<file path="config.mk">
export PLATFORM = sky130hd
export DESIGN_NAME = acl_table
export DESIGN_NICKNAME = d
export VERILOG_FILES = /design/src/acl_pkg.sv /design/src/acl_table.sv
export SDC_FILE = /design/constraint.sdc
export NUM_CORES = 1
export LEC_CHECK = 0
export ABC_CLOCK_PERIOD_IN_PS = 2400
export BUFFER_PORTS_ARGS = -buffer_cell sky130_fd_sc_hd__buf_4
export CORE_MARGIN = 5
export CORE_UTILIZATION = 50
export CTS_BUF_LIST = sky130_fd_sc_hd__clkbuf_4 sky130_fd_sc_hd__clkbuf_8
export CTS_CLUSTER_DIAMETER = 80
export DETAILED_ROUTE_END_ITERATION = 10
export PLACE_DENSITY = 0.64
export SETUP_SLACK_MARGIN = 0.15
export SLEW_MARGIN = 20
export SYNTH_ARGS = -nofsm -noshare
export SYNTH_HDL_FRONTEND = slang
export SYNTH_SLANG_ARGS = --single-unit
</file>
<file path="constraint.sdc">
create_clock -name clk_i -period 2.4 [get_ports clk_i]
set_input_delay 0 -clock clk_i [delete_from_list [all_inputs] [get_ports clk_i]]
set_output_delay 0 -clock clk_i [all_outputs]
set_load 0.02 [all_outputs]
</file>
<file path="src/acl_pkg.sv">
// Shared constants, types and codes of the access checker.
`timescale 1ns / 1ps

package acl_pkg;

  // Sizes of the list and of its fields.
  localparam int unsigned AclDepth      = 16;
  localparam int unsigned RightsWidth   = 16;
  localparam int unsigned IdWidth       = 32;
  localparam int unsigned GenWidth      = 32;
  localparam int unsigned IdxWidth      = (AclDepth > 1) ? $clog2(AclDepth) : 1;
  localparam int unsigned CntWidth      = $clog2(AclDepth + 1);
  localparam int unsigned InIdxWidth    = 4;
  localparam int unsigned InLenWidth    = 5;
  localparam int unsigned CfgIdxWidth   = 2;

  // Rights bits with a fixed meaning.
  localparam int unsigned ExecuteMask   = 4;
  localparam int unsigned ReferenceMask = 1;

  typedef logic [IdWidth-1:0]     id_t;
  typedef logic [RightsWidth-1:0] rights_t;

  // Item kinds.
  typedef enum logic [1:0] {
    OP_HEADER = 2'd0,
    OP_ENTRY  = 2'd1,
    OP_CRED   = 2'd2
  } op_e;

  // Result codes.
  typedef enum logic [1:0] {
    STATUS_OK       = 2'd0,
    STATUS_DENIED   = 2'd1,
    STATUS_REJECTED = 2'd2
  } status_e;

  // Configuration register indexes.
  typedef enum logic [CfgIdxWidth-1:0] {
    CFG_PRIVILEGED_ID = 2'd0,
    CFG_WILDCARD_ID   = 2'd1
  } cfg_reg_e;

  // Operands handed to the shared match unit for one slot.
  typedef struct packed {
    logic    priv_mode;
    id_t     cred_id;
    id_t     wildcard_id;
    rights_t want;
    rights_t gathered;
    id_t     slot_id;
    rights_t slot_rights;
  } match_req_t;

  // Outcome of the match unit for one slot.
  typedef struct packed {
    logic    hit;
    rights_t gathered;
  } match_rsp_t;

endpackage

</file>
<file path="src/acl_table.sv">
// Slot store of the access control list, with reset contents.
`timescale 1ns / 1ps

module acl_table (
  input  logic                          clk_i,
  input  logic                          rst_ni,
  input  logic                          wr_en_i,
  input  logic [acl_pkg::IdxWidth-1:0]  wr_idx_i,
  input  acl_pkg::id_t                  wr_id_i,
  input  acl_pkg::rights_t              wr_rights_i,
  input  logic [acl_pkg::IdxWidth-1:0]  rd_idx_i,
  output acl_pkg::id_t                  rd_id_o,
  output acl_pkg::rights_t              rd_rights_o
);

  acl_pkg::id_t     ids_q    [acl_pkg::AclDepth];
  acl_pkg::rights_t rights_q [acl_pkg::AclDepth];

  // Slot zero comes out of reset holding the reference right, the rest empty.
  always_ff @(posedge clk_i or negedge rst_ni) begin
    if (!rst_ni) begin
      for (int k = 0; k < acl_pkg::AclDepth; k++) begin
        ids_q[k]    <= '0;
        rights_q[k] <= (k == 0) ? acl_pkg::rights_t'(acl_pkg::ReferenceMask) : '0;
      end
    end else if (wr_en_i) begin
      ids_q[wr_idx_i]    <= wr_id_i;
      rights_q[wr_idx_i] <= wr_rights_i;
    end
  end

  // The walk reads one slot per cycle.
  assign rd_id_o     = ids_q[rd_idx_i];
  assign rd_rights_o = rights_q[rd_idx_i];

endmodule

</file>
Word-level counts from Yosys, hierarchy flattened

Index checks and enable logic that the tools add are counted.

Output and inout bits: 48
Word-level logic and storage cells: 50
Bits in registers: 768

Bitwise logic cells: 2
Order comparisons: 3
Mux-type cells: 12
Reductions and logical operators: 1

Operators with widths:

| cell               | number |
|---|---|
| $bwmux 512         | 1 |
| $bwmux 256         | 1 |
| $bmux 32 s4        | 1 |
| $demux 32 s4       | 1 |
| $mux 32            | 3 |
| $bmux 16 s4        | 1 |
| $demux 16 s4       | 1 |
| $mux 16            | 3 |
| $ge 5x5->1 const B | 2 |
| $not 4->5          | 2 |
| $lt 5x1->1 const B | 1 |
| $logic_and 1x1->1  | 1 |

Depth between registers and ports, before layout

Gate-level depths: netlist (run 1).

Depth in word-level cells: 6
Depth in mapped cells: 6
Depth with buffers taken out: 3

Worst setup path after synthesis (run 1)

No wires, ideal clock.

Path type: input-to-output
From: input port rd_idx_i[0] (netlist name)
To: output port rd_id_o[0]
Path buffers: 3
Cell stages on the path: 6
Required time: 2400 ps
Arrival time: 1414 ps
Setup slack: 986 ps
Cells stage by stage: clkbuf_1 buf_2 buf_2 mux4_2 a22oi_1 nand2_1

Word-level cells in the longest chain between the ends: 4

RTL lines:

| element                                     | RTL line        | source |
|---|---|---|
| from (decl)                                 | acl_table.sv:11 | `input logic [acl_pkg::IdxWidth-1:0] rd_idx_i,` |
| $not 4->5 (implied by the code)             | acl_table.sv:33 | `assign rd_id_o = ids_q[rd_idx_i];` |
| $bmux 32 s4                                 | acl_table.sv:33 |  |
| $mux 32 (implied by the code) (2 in series) | acl_table.sv:33 |  |
| to (decl)                                   | acl_table.sv:12 | `output acl_pkg::id_t rd_id_o,` |

No other way between the ends. The select of a mux whose other input is x is not followed.

Worst setup path after layout (run 1)

From: register rights_q[220] (netlist name)
To: output port rd_rights_o[12]

Word-level cells in the longest chain between the ends: 3

RTL lines:

| element                                     | RTL line        | source |
|---|---|---|
| from (decl)                                 | acl_table.sv:17 | `acl_pkg::rights_t rights_q [acl_pkg::AclDepth];` |
| from (signal, indexed assignment)           | acl_table.sv:24 | `rights_q[k] <= (k == 0) ? acl_pkg::rights_t'(acl_pkg::ReferenceMask) : '0;` |
| from (signal, indexed assignment)           | acl_table.sv:28 | `rights_q[wr_idx_i] <= wr_rights_i;` |
| $bmux 16 s4                                 | acl_table.sv:34 | `assign rd_rights_o = rights_q[rd_idx_i];` |
| $mux 16 (implied by the code) (2 in series) | acl_table.sv:34 |  |
| to (decl)                                   | acl_table.sv:13 | `output acl_pkg::rights_t rd_rights_o` |

No other way between the ends. The select of a mux whose other input is x is not followed.

==> metrics, run 1 <==
maximum clock rate=0.466 GHz; cell-by-cell trace of the critical path=mux4_2, a22oi_2, nand2_1, buf_4; critical-path cell with the highest stage delay=sky130_fd_sc_hd__mux4_2; Synth Area per Inst=around 16 um2; post-synthesis net count=around 2200; clock buffer count from CTS=~130; sequential element share of the synthesized area=0.562; count of buffer and inverter cells on the critical path=1; Distinct cells, synth=23; count of nets after finishing=approximately 2300; Yosys top cell area share=0.561; area overhead of the layout relative to synthesis=16.4%; Final Hold Viols=0; Worst slew margin=0.399; clock tree from TritonCTS=done; ranking of synthesized cells by area=sky130_fd_sc_hd__dfrtp_1 (56%), sky130_fd_sc_hd__mux2_2 (25%), sky130_fd_sc_hd__mux4_2 (13%); total global routing overflow=0; GRT Total Usage=0.231; CTS clock-pin slew for the worst setup and hold paths=approximately 0.06 ns; async set-reset flop share out of synthesis=1.00; static leakage power=~17 nW; Top Ports=roughly 110; end point of the worst hold path=ids_q[396]$_DFFE_PN0P_; maximum root-to-sink buffer count=3; Row Count=96; vias in the first global route=around 22000; required time of the worst setup path=2.40 ns; number of synthesized flops with an enable pin=0; worst reg-to-reg setup slack=1.08 ns; main combinational cell family by area after synthesis=multiplexers; final wirelength=83400 um; buffer type at the clock tree root=sky130_fd_sc_hd__clkbuf_8; setup repair after global routing missed its margin=true; max-cap violations=0; launch instance of the worst min-delay path=wr_idx_i[3]; vias=19227; worst-path maximum fanout=2; Die Area=between 70000 and 80000 um2; cell taking the most area after synthesis=sky130_fd_sc_hd__dfrtp_1; adder and majority cell fraction of the synthesized area=0; Pre-Repair DR Iteration Count=5; maximum ir drop on the vdd rail=492 uV; antenna violations before repair=3; largest stage delay on the critical path=roughly 0.47 ns; ys flop type=sky130_fd_sc_hd__dfrtp_1; total of flip-flops plus latches after synthesis=~770; worst min-delay path class=input port to flip-flop; Power per Cell Area=about 900 nW/um2; mean number of vias per cell=approximately 5.9; area fraction in compound gates after synthesis=0.0211; Worst R2R Start=ids_q[244]$_DFFE_PN0P_; Crit. End Element=output port; most used standard cells in the synthesized netlist=sky130_fd_sc_hd__dfrtp_1 (767), sky130_fd_sc_hd__mux2_2 (746), sky130_fd_sc_hd__mux4_2 (192); Setup Viol. Count Final=0; capturing point of the worst reg2reg path=ids_q[244]$_DFFE_PN0P_; outcome=finished clean; DRC violation count after routing=0; count of clock tree sinks=768; worst clock skew=0 ns; H-tree lvl count=4; r2r worst-path depth=2; Post-Synthesis Cells=2093; detailed placer's ending HPWL=between 40000 and 50000 um; area share of xor/xnor cells in the synthesized design=0; weighted congestion reported at the end of routability-driven placement=~0.73; detail-routed net length per standard cell=approximately 26 um; data arrival time at the worst-slack endpoint=roughly 2.2 ns; Worst Hold Depth=5; most repeated cell in the gate-level netlist after synthesis=sky130_fd_sc_hd__dfrtp_1; number of slew-limit violations in the final report=0; Final Hold Slack=0.0834 ns; die width=between 200 and 300 um; clock latency at the later pin of the worst-skew pair=about 0.75 ns; number of warnings printed during yosys synthesis=0; CP top delay family=multiplexers; number of DRC violations after detailed-routing iteration 0=926; port buffer count=106; Routed Antenna Nets=0; DIE HEIGHT=272 um; pin count of the biggest net entering global routing=114; share of the clock period used by the worst path=0.894; fraction of the mapped netlist area in simple logic gates=0.0100; Least-Margin Pin Slew=about 0.9 ns; crit path launch type=flip-flop; mapped cell area=34200 um2; fraction of final layout cells sized beyond drive strength 1=0.599; first-pass GRT wire length=131000 um; min cycle time layout=2.15 ns; Setup CP Type=flip-flop to output port; effective utilization at floorplan=0.502; mux share of post-synthesis cell area=0.381; Sum Neg Setup Slack=0 ns; core region area=between 60000 and 70000 um2
-- state kept, by name, summed over array words and instances (netlist names) --
signal	count
ids_q	512
rights_q	256
-- logic make-up (layout without fill, tap and decap cells) --
kind of cell,after synthesis,count (layout)
buffers and inverters,192,459
other,0,2
flip-flops,768,768
AND/OR/NAND/NOR,77,77
AO/OA/AOI/OAI,96,96
multiplexers,960,960
-- tightest hold or removal path, delay by kind of cell --
kind	cells	cell delay, ns
buffers and inverters	2	0.27
muxes	1	0.22
and+or+nand+nor	2	0.30
-- area by class of cell --
type / count / area (um2)
fillers: 5228 / 28400
flip-flops and latches: 768 / 19200
diodes: 2 / 5.00
well taps: 882 / 1100
multi-input cells: 1133 / 14400
clock buffers: 220 / 2670
clock inverters: 14 / 80.1
repair buffers: 225 / 2380
-- layer usage --
metal / share of wire / GRT usage / routed length, um
met5: 0.00016 / 0 / 13
met4: 0.021 / 0.0700 / 1750
met3: 0.036 / 0.0411 / 2970
met2: 0.49 / 0.376 / 41000
met1: 0.45 / 0.321 / 37600
-- power by group --
group	internal (W)	leakage [nW]	switching, W
logic	0.00428	6.23	0.00260
clock network	0.00696	1.47	0.00516
registers	0.0160	9.42	0.00146
total	0.0272	17.1	0.00922
-- metrics by stage --
stage	instances	util	setup slack [ns]	total power (W)	area, um2
2_1_floorplan	2093	-	0.986	0.0222	34200
3_3_place_gp	2950	0.532	0.617	0.0239	36300
3_5_place_dp	2950	0.532	0.620	0.0244	36300
4_1_cts	3242	0.583	0.128	0.0369	39800
5_1_grt	3243	0.584	0.148	0.0384	39800
6_report	3244	0.584	0.254	0.0364	39800
-- worst max path at each step --
stage	start	end	slack (ns)	cells after the start
floorplan	rd_idx_i[0]	rd_id_o[0]	0.99	6
global placement	rd_idx_i[0]	rd_id_o[0]	0.62	6
detailed placement	rd_idx_i[0]	rd_id_o[0]	0.62	6
CTS	rights_q[69]$_DFFE_PN0P_	rd_rights_o[5]	0.13	4
global route	ids_q[141]$_DFFE_PN0P_	rd_id_o[13]	0.15	4
finish	rights_q[220]$_DFFE_PN0P_	rd_rights_o[12]	0.25	4
-- layout by cell type, fill, tap and decap left out --
cell type,instances
sky130_fd_sc_hd__dfrtp_1,767
sky130_fd_sc_hd__mux2_2,746
sky130_fd_sc_hd__mux4_2,192
sky130_fd_sc_hd__clkbuf_8,163
sky130_fd_sc_hd__buf_4,122
sky130_fd_sc_hd__a22oi_1,72
sky130_fd_sc_hd__clkbuf_4,58
sky130_fd_sc_hd__dlygate4sd3_1,57
sky130_fd_sc_hd__nand2_1,42
sky130_fd_sc_hd__buf_12,40
sky130_fd_sc_hd__a22oi_2,24
sky130_fd_sc_hd__mux2_4,20
sky130_fd_sc_hd__clkinv_2,10
sky130_fd_sc_hd__nand2_2,8
sky130_fd_sc_hd__nor2_4,7
sky130_fd_sc_hd__nor3_2,6
sky130_fd_sc_hd__clkinvlp_4,4
sky130_fd_sc_hd__nand2b_1,3
sky130_fd_sc_hd__diode_2,2
sky130_fd_sc_hd__nor2b_4,2
sky130_fd_sc_hd__nand3b_1,2
sky130_fd_sc_hd__or3_4,2
sky130_fd_sc_hd__mux2_1,2
sky130_fd_sc_hd__nand3_1,2
sky130_fd_sc_hd__buf_8,2
sky130_fd_sc_hd__buf_6,2
sky130_fd_sc_hd__and2_4,1
sky130_fd_sc_hd__or4_4,1
sky130_fd_sc_hd__nor4_4,1
sky130_fd_sc_hd__buf_16,1
sky130_fd_sc_hd__dfstp_2,1
-- repair_timing --
item,in CTS,in global routing
setup endpoints to repair,18,15
setup buffers,0,0
resized for setup,22,12
hold endpoints to repair,1536,0
pin swaps,7,3
hold buffers,58,0
No activity file was read; power rests on OpenSTA's default activity.
==> run 2: changes to the inputs <==
--- a/config.mk
+++ b/config.mk
@@ -12,7 +12,7 @@
 export CTS_BUF_LIST = sky130_fd_sc_hd__clkbuf_4 sky130_fd_sc_hd__clkbuf_8
 export CTS_CLUSTER_DIAMETER = 80
 export DETAILED_ROUTE_END_ITERATION = 10
-export PLACE_DENSITY = 0.64
+export PLACE_DENSITY = 0.66
 export SETUP_SLACK_MARGIN = 0.15
 export SLEW_MARGIN = 20
 export SYNTH_ARGS = -nofsm -noshare
==> metrics, run 2 (synthesis gave the netlist of run 1 again) <==
outcome=finished clean; GRT Total Usage=0.226 (-0.00458); pin count of the biggest net entering global routing=120 (+5.3%); count of clock tree sinks=768 (unchanged); Worst slew margin=0.381 (-0.0172); area overhead of the layout relative to synthesis=16.2%; clock buffer count from CTS=134 (+1.5%); commonest cells after routing, fill and taps aside=sky130_fd_sc_hd__dfrtp_1 (767), sky130_fd_sc_hd__mux2_2 (746), sky130_fd_sc_hd__mux4_2 (192); first-pass GRT wire length=129000 um (-1.9%); H-tree lvl count=4 (unchanged); CTS clock-pin slew for the worst setup and hold paths=0.06 ns (about the same); mean number of vias per cell=5.92 (-0.12%); number of slew-limit violations in the final report=0 (unchanged); Power per Cell Area=916 nW/um2 (+0.10%); number of DRC violations after detailed-routing iteration 0=976 (+5.4%); maximum ir drop on the vdd rail=585 uV (+19%); Pre-Repair DR Iteration Count=4 (-1); largest stage delay on the critical path=0.46 ns (about the same); count of buffer and inverter cells on the critical path=1 (unchanged); required time of the worst setup path=2.40 ns (about the same); min cycle time layout=2.16 ns (+0.0138 ns); worst reg-to-reg setup slack=1.07 ns (about the same); Sum Neg Setup Slack=0 ns (unchanged); most frequent standard cell in the layout excluding fill and tap cells=sky130_fd_sc_hd__dfrtp_1; Die Area=73800 um2 (unchanged); clock latency at the later pin of the worst-skew pair=0.76 ns (about the same); worst-path maximum fanout=2 (unchanged); maximum clock rate=0.463 GHz (-0.64%); CP top delay family=multiplexers; total global routing overflow=0 (unchanged); vias in the first global route=21361 (-1.0%); maximum root-to-sink buffer count=3 (unchanged); Top Ports=107 (unchanged); clock tree from TritonCTS=done; final wirelength=81100 um (-2.8%); DIE HEIGHT=272 um (unchanged); largest registers ranked by flip-flop count=ids_q (512), rights_q (256); buffer type at the clock tree root=sky130_fd_sc_hd__clkbuf_8; critical-path cell with the highest stage delay=sky130_fd_sc_hd__mux4_2; Setup Viol. Count Final=0 (unchanged); Final Hold Viols=0 (unchanged); Row Count=96 (unchanged); detailed placer's ending HPWL=45600 um (+0.62%); data arrival time at the worst-slack endpoint=2.16 ns (about the same); die width=272 um (unchanged); setup repair after global routing missed its margin=true; worst min-delay path class=input port to flip-flop; post-CTS setup-driven buffer insertion count=0 (unchanged); Crit. End Element=output port; max reg flops=512 (unchanged); count of nets after finishing=2323 (+0.17%); Most flops, register=ids_q; cell-by-cell trace of the critical path=mux4_2, a22oi_1, nand2_2, buf_4; crit path launch type=flip-flop; worst clock skew=0 ns (unchanged); share of the clock period used by the worst path=0.900 (+0.00575); core region area=68200 um2 (unchanged); vias=19186 (-0.21%); Setup CP Type=flip-flop to output port; detail-routed net length per standard cell=25.0 um (-2.7%); Filler Cell Count=5238 (+0.19%); DRC violation count after routing=0 (unchanged); weighted congestion reported at the end of routability-driven placement=0.709 (-2.5%); port buffer count=106 (unchanged); antenna violations before repair=4 (+1); effective utilization at floorplan=0.502 (unchanged); Routed Antenna Nets=0 (unchanged); fraction of final layout cells sized beyond drive strength 1=0.600 (+0.00119); Least-Margin Pin Slew=0.926 ns (+0.0238 ns); max-cap violations=0 (unchanged); post-placement setup slack=0.643 ns (+0.0234 ns); static leakage power=17.1 nW (-0.27%); crit path setup slack, layout=0.240 ns (-0.0138 ns)
[run 2: power breakdown]
group	switching (W)	internal (W)	leakage, nW	total (W)
clock	0.00519	0.00693	1.45	0.0121
combinational	0.00260	0.00427	6.21	0.00687
sequential	0.00146	0.0160	9.42	0.0174
[run 2: worst paths after layout]
kind	from	endpoint	depth (start not counted)
min	wr_rights_i[0]	rights_q[176]$_DFFE_PN0P_	3
max	rights_q[66]$_DFFE_PN0P_	rd_rights_o[2]	4
max reg2reg	ids_q[244]$_DFFE_PN0P_	ids_q[244]$_DFFE_PN0P_	2
min reg2reg	ids_q[426]$_DFFE_PN0P_	ids_q[426]$_DFFE_PN0P_	1
max in group asynchronous	rst_ni	rights_q[129]$_DFFE_PN0P_	4
min in group asynchronous	rst_ni	ids_q[194]$_DFFE_PN0P_	4
[run 2: routing by layer]
metal | vias up | global-route usage | wire (um)
met3 | 117 | 0.0444 | 3530
met5 | - | 0 | 18
met4 | 4 | 0.0637 | 1580
met2 | 423 | 0.355 | 38500
met1 | 10470 | 0.328 | 37400
li1 | 8172 | - | -
[run 2: stage by stage]
step / cells / area (um2) / util / power [W] / hold WS [ns]
after floorplan: 2093 / 34200 / - / 0.0222 / -0.296
after global placement: 2952 / 36300 / 0.532 / 0.0239 / -0.0435
after CTS: 3239 / 39700 / 0.581 / 0.0368 / 0.0531
final: 3241 / 39800 / 0.583 / 0.0364 / 0.132
after detailed placement: 2952 / 36300 / 0.532 / 0.0244 / -0.0480
after global routing: 3240 / 39800 / 0.583 / 0.0383 / 0.0988
[run 2: worst register-to-register path, stage by stage (launching register included)]
cell and delay [ns]:
sky130_fd_sc_hd__dfrtp_1 0.37, sky130_fd_sc_hd__mux2_1 0.27, sky130_fd_sc_hd__dlygate4sd3_1 0.56
[run 2: what timing repair did]
item,CTS,global route
setup endpoints to repair,13,23
endpoints found under the hold margin,1535,0
hold buffers,58,0
pin swaps,2,9
resized for setup,14,24
[run 2: area by class of cell]
cell class / instances / area, um2 / share of cell area
Clock buffer: 205 / 2540 / 0.0639
Antenna cell: 2 / 5.00 / 0.000126
Sequential cell: 768 / 19200 / 0.483
Clock inverter: 24 / 199 / 0.00500
Multi-Input combinational cell: 1133 / 14400 / 0.362
Tap cell: 882 / 1100 / 0.0277
Timing Repair Buffer: 227 / 2310 / 0.0582
==> run 3: changes to the inputs <==
--- a/config.mk
+++ b/config.mk
@@ -7,7 +7,6 @@
 export LEC_CHECK = 0
 export ABC_CLOCK_PERIOD_IN_PS = 2400
 export BUFFER_PORTS_ARGS = -buffer_cell sky130_fd_sc_hd__buf_4
-export CORE_MARGIN = 5
 export CORE_UTILIZATION = 50
 export CTS_BUF_LIST = sky130_fd_sc_hd__clkbuf_4 sky130_fd_sc_hd__clkbuf_8
 export CTS_CLUSTER_DIAMETER = 80
==> metrics, run 3 (synthesis gave the netlist of run 1 again) <==
largest registers ranked by flip-flop count=ids_q (512), rights_q (256); post-layout utilization of the core=0.595 (+0.0120); die width=264 um (-2.9%); outcome=finished clean; Worst slew margin=0.376 (-0.00532); detail-routed net length per standard cell=25.4 um (+1.7%); Crit. End Element=output port; Placed Cells incl. Taps=2957 (+0.17%); vias=19520 (+1.7%); static leakage power=17.3 nW (+1.0%); pin count of the biggest net entering global routing=91 (-24%); max-cap violations=0 (unchanged); number of slew-limit violations in the final report=0 (unchanged); Least-Margin Pin Slew=0.929 ns (+0.00296 ns); data arrival time at the worst-slack endpoint=2.19 ns (+0.03 ns); weighted congestion reported at the end of routability-driven placement=0.725 (+2.4%); count of clock tree sinks=768 (unchanged); launch instance of the worst min-delay path=wr_rights_i[10]; maximum clock rate=0.457 GHz (-1.3%); maximum ir drop on the vdd rail=597 uV (+2.1%); Most flops, register=ids_q; first-pass GRT wire length=131000 um (+1.8%); worst min-delay path class=input port to flip-flop; Final Hold Slack=0.133 ns (+0.000612 ns); DIE HEIGHT=264 um (-2.9%); min cycle time layout=2.19 ns (+0.0291 ns); flip-flop and latch area=19200 um2 (unchanged); post-CTS setup-driven buffer insertion count=0 (unchanged); max reg flops=512 (unchanged); worst-path maximum fanout=2 (unchanged); mean number of vias per cell=6.00 (+1.4%); Setup CP Type=flip-flop to output port; required time of the worst setup path=2.40 ns (about the same); clock tree from TritonCTS=done; clock latency at the later pin of the worst-skew pair=0.75 ns (about the same); most frequent standard cell in the layout excluding fill and tap cells=sky130_fd_sc_hd__dfrtp_1; Row Count=95 (-1.0%); Top Ports=107 (unchanged); Setup Viol. Count Final=0 (unchanged); antenna violations before repair=3 (-1); clock buffer count from CTS=133 (-0.75%); vias in the first global route=21383 (+0.10%); worst clock skew=0 ns (unchanged); core region area=67400 um2 (-1.2%); count of nets after finishing=2338 (+0.65%); area of the multi-input gates=14400 um2 (-0.24%); maximum root-to-sink buffer count=3 (unchanged); share of the clock period used by the worst path=0.912 (+0.0121); Final Hold Viols=0 (unchanged); buffer type at the clock tree root=sky130_fd_sc_hd__clkbuf_8; Critical Path Source=ids_q[414]$_DFFE_PN0P_; area overhead of the layout relative to synthesis=17.2%; number of DRC violations after detailed-routing iteration 0=1081 (+11%); commonest cells after routing, fill and taps aside=sky130_fd_sc_hd__dfrtp_1 (767), sky130_fd_sc_hd__mux2_2 (746), sky130_fd_sc_hd__mux4_2 (192); port buffer count=106 (unchanged); Die Area=69500 um2 (-5.8%); count of non-filler cells in the finished layout=3252 (+0.34%); crit path launch type=flip-flop; Filler Cell Count=5129 (-2.1%); Routed Antenna Nets=0 (unchanged); GRT Total Usage=0.248 (+0.0220); Pre-Repair DR Iteration Count=5 (+1); Sum Neg Setup Slack=0 ns (unchanged); H-tree lvl count=4 (unchanged); setup repair after global routing missed its margin=true; detailed placer's ending HPWL=45800 um (+0.38%); effective utilization at floorplan=0.508 (+0.00617); fraction of final layout cells sized beyond drive strength 1=0.600 (about the same); final wirelength=82700 um (+2.0%); total global routing overflow=0 (unchanged); Power per Cell Area=917 nW/um2 (+0.11%); Worst R2R Start=ids_q[244]$_DFFE_PN0P_; CTS clock-pin slew for the worst setup and hold paths=0.06 ns (about the same); DRC violation count after routing=0 (unchanged)
## run 3: metrics by stage
step	area, um2	worst slack (ns)	power [W]
3_3_place_gp	36500	0.575	0.0240
4_1_cts	40100	0.149	0.0372
3_5_place_dp	36500	0.548	0.0244
2_1_floorplan	34200	0.986	0.0222
5_1_grt	40100	0.133	0.0386
6_report	40100	0.211	0.0368
## run 3: timing repair
item,4_1_cts,5_1_grt
endpoints found under the setup margin,19,10
hold buffers,60,0
resized for setup,24,8
pin swaps,10,5
hold endpoints to repair,1532,0
## run 3: report_power, final
part | leakage (nW) | switching, W | total (W) | internal [W]
registers | 9.42 | 0.00145 | 0.0174 | 0.0160
logic | 6.34 | 0.00260 | 0.00691 | 0.00430
clock network | 1.50 | 0.00520 | 0.0124 | 0.00723
total | 17.3 | 0.00926 | 0.0368 | 0.0275
## run 3: cell type report
type / instances / share of cell area
timing repair buffer: 243 / 0.0644
clock buffer: 220 / 0.0679
multi-input combinational: 1133 / 0.358
sequential: 768 / 0.479
tap: 873 / 0.0272
antenna: 1 / 0.0000624
clock inverter: 14 / 0.00309
## run 3: final timing paths
check                      slack, ns                        end  depth (start not counted)
max                             0.21                rd_id_o[30]                          4
max reg2reg                     1.09     ids_q[244]$_DFFE_PN0P_                          2
min                             0.13  rights_q[250]$_DFFE_PN0P_                          3
min in group asynchronous       0.58     ids_q[194]$_DFFE_PN0P_                          4
min reg2reg                     0.49     ids_q[251]$_DFFE_PN0P_                          1
max in group asynchronous       1.26     ids_q[465]$_DFFE_PN0P_                          4
## run 3: layer usage
metal,vias up,GRT usage,share of wire
li1,8224,-,-
met1,10799,0.363,0.47
met2,385,0.386,0.48
met3,108,0.0422,0.038
met4,4,0.0669,0.016
met5,-,0,0.00028
## run 3: worst max-delay path, stage by stage, from the launching register on
cell	delay, ns
sky130_fd_sc_hd__dfrtp_1	0.38
sky130_fd_sc_hd__mux4_2	0.48
sky130_fd_sc_hd__a22oi_2	0.28
sky130_fd_sc_hd__nand2_2	0.12
sky130_fd_sc_hd__buf_6	0.15
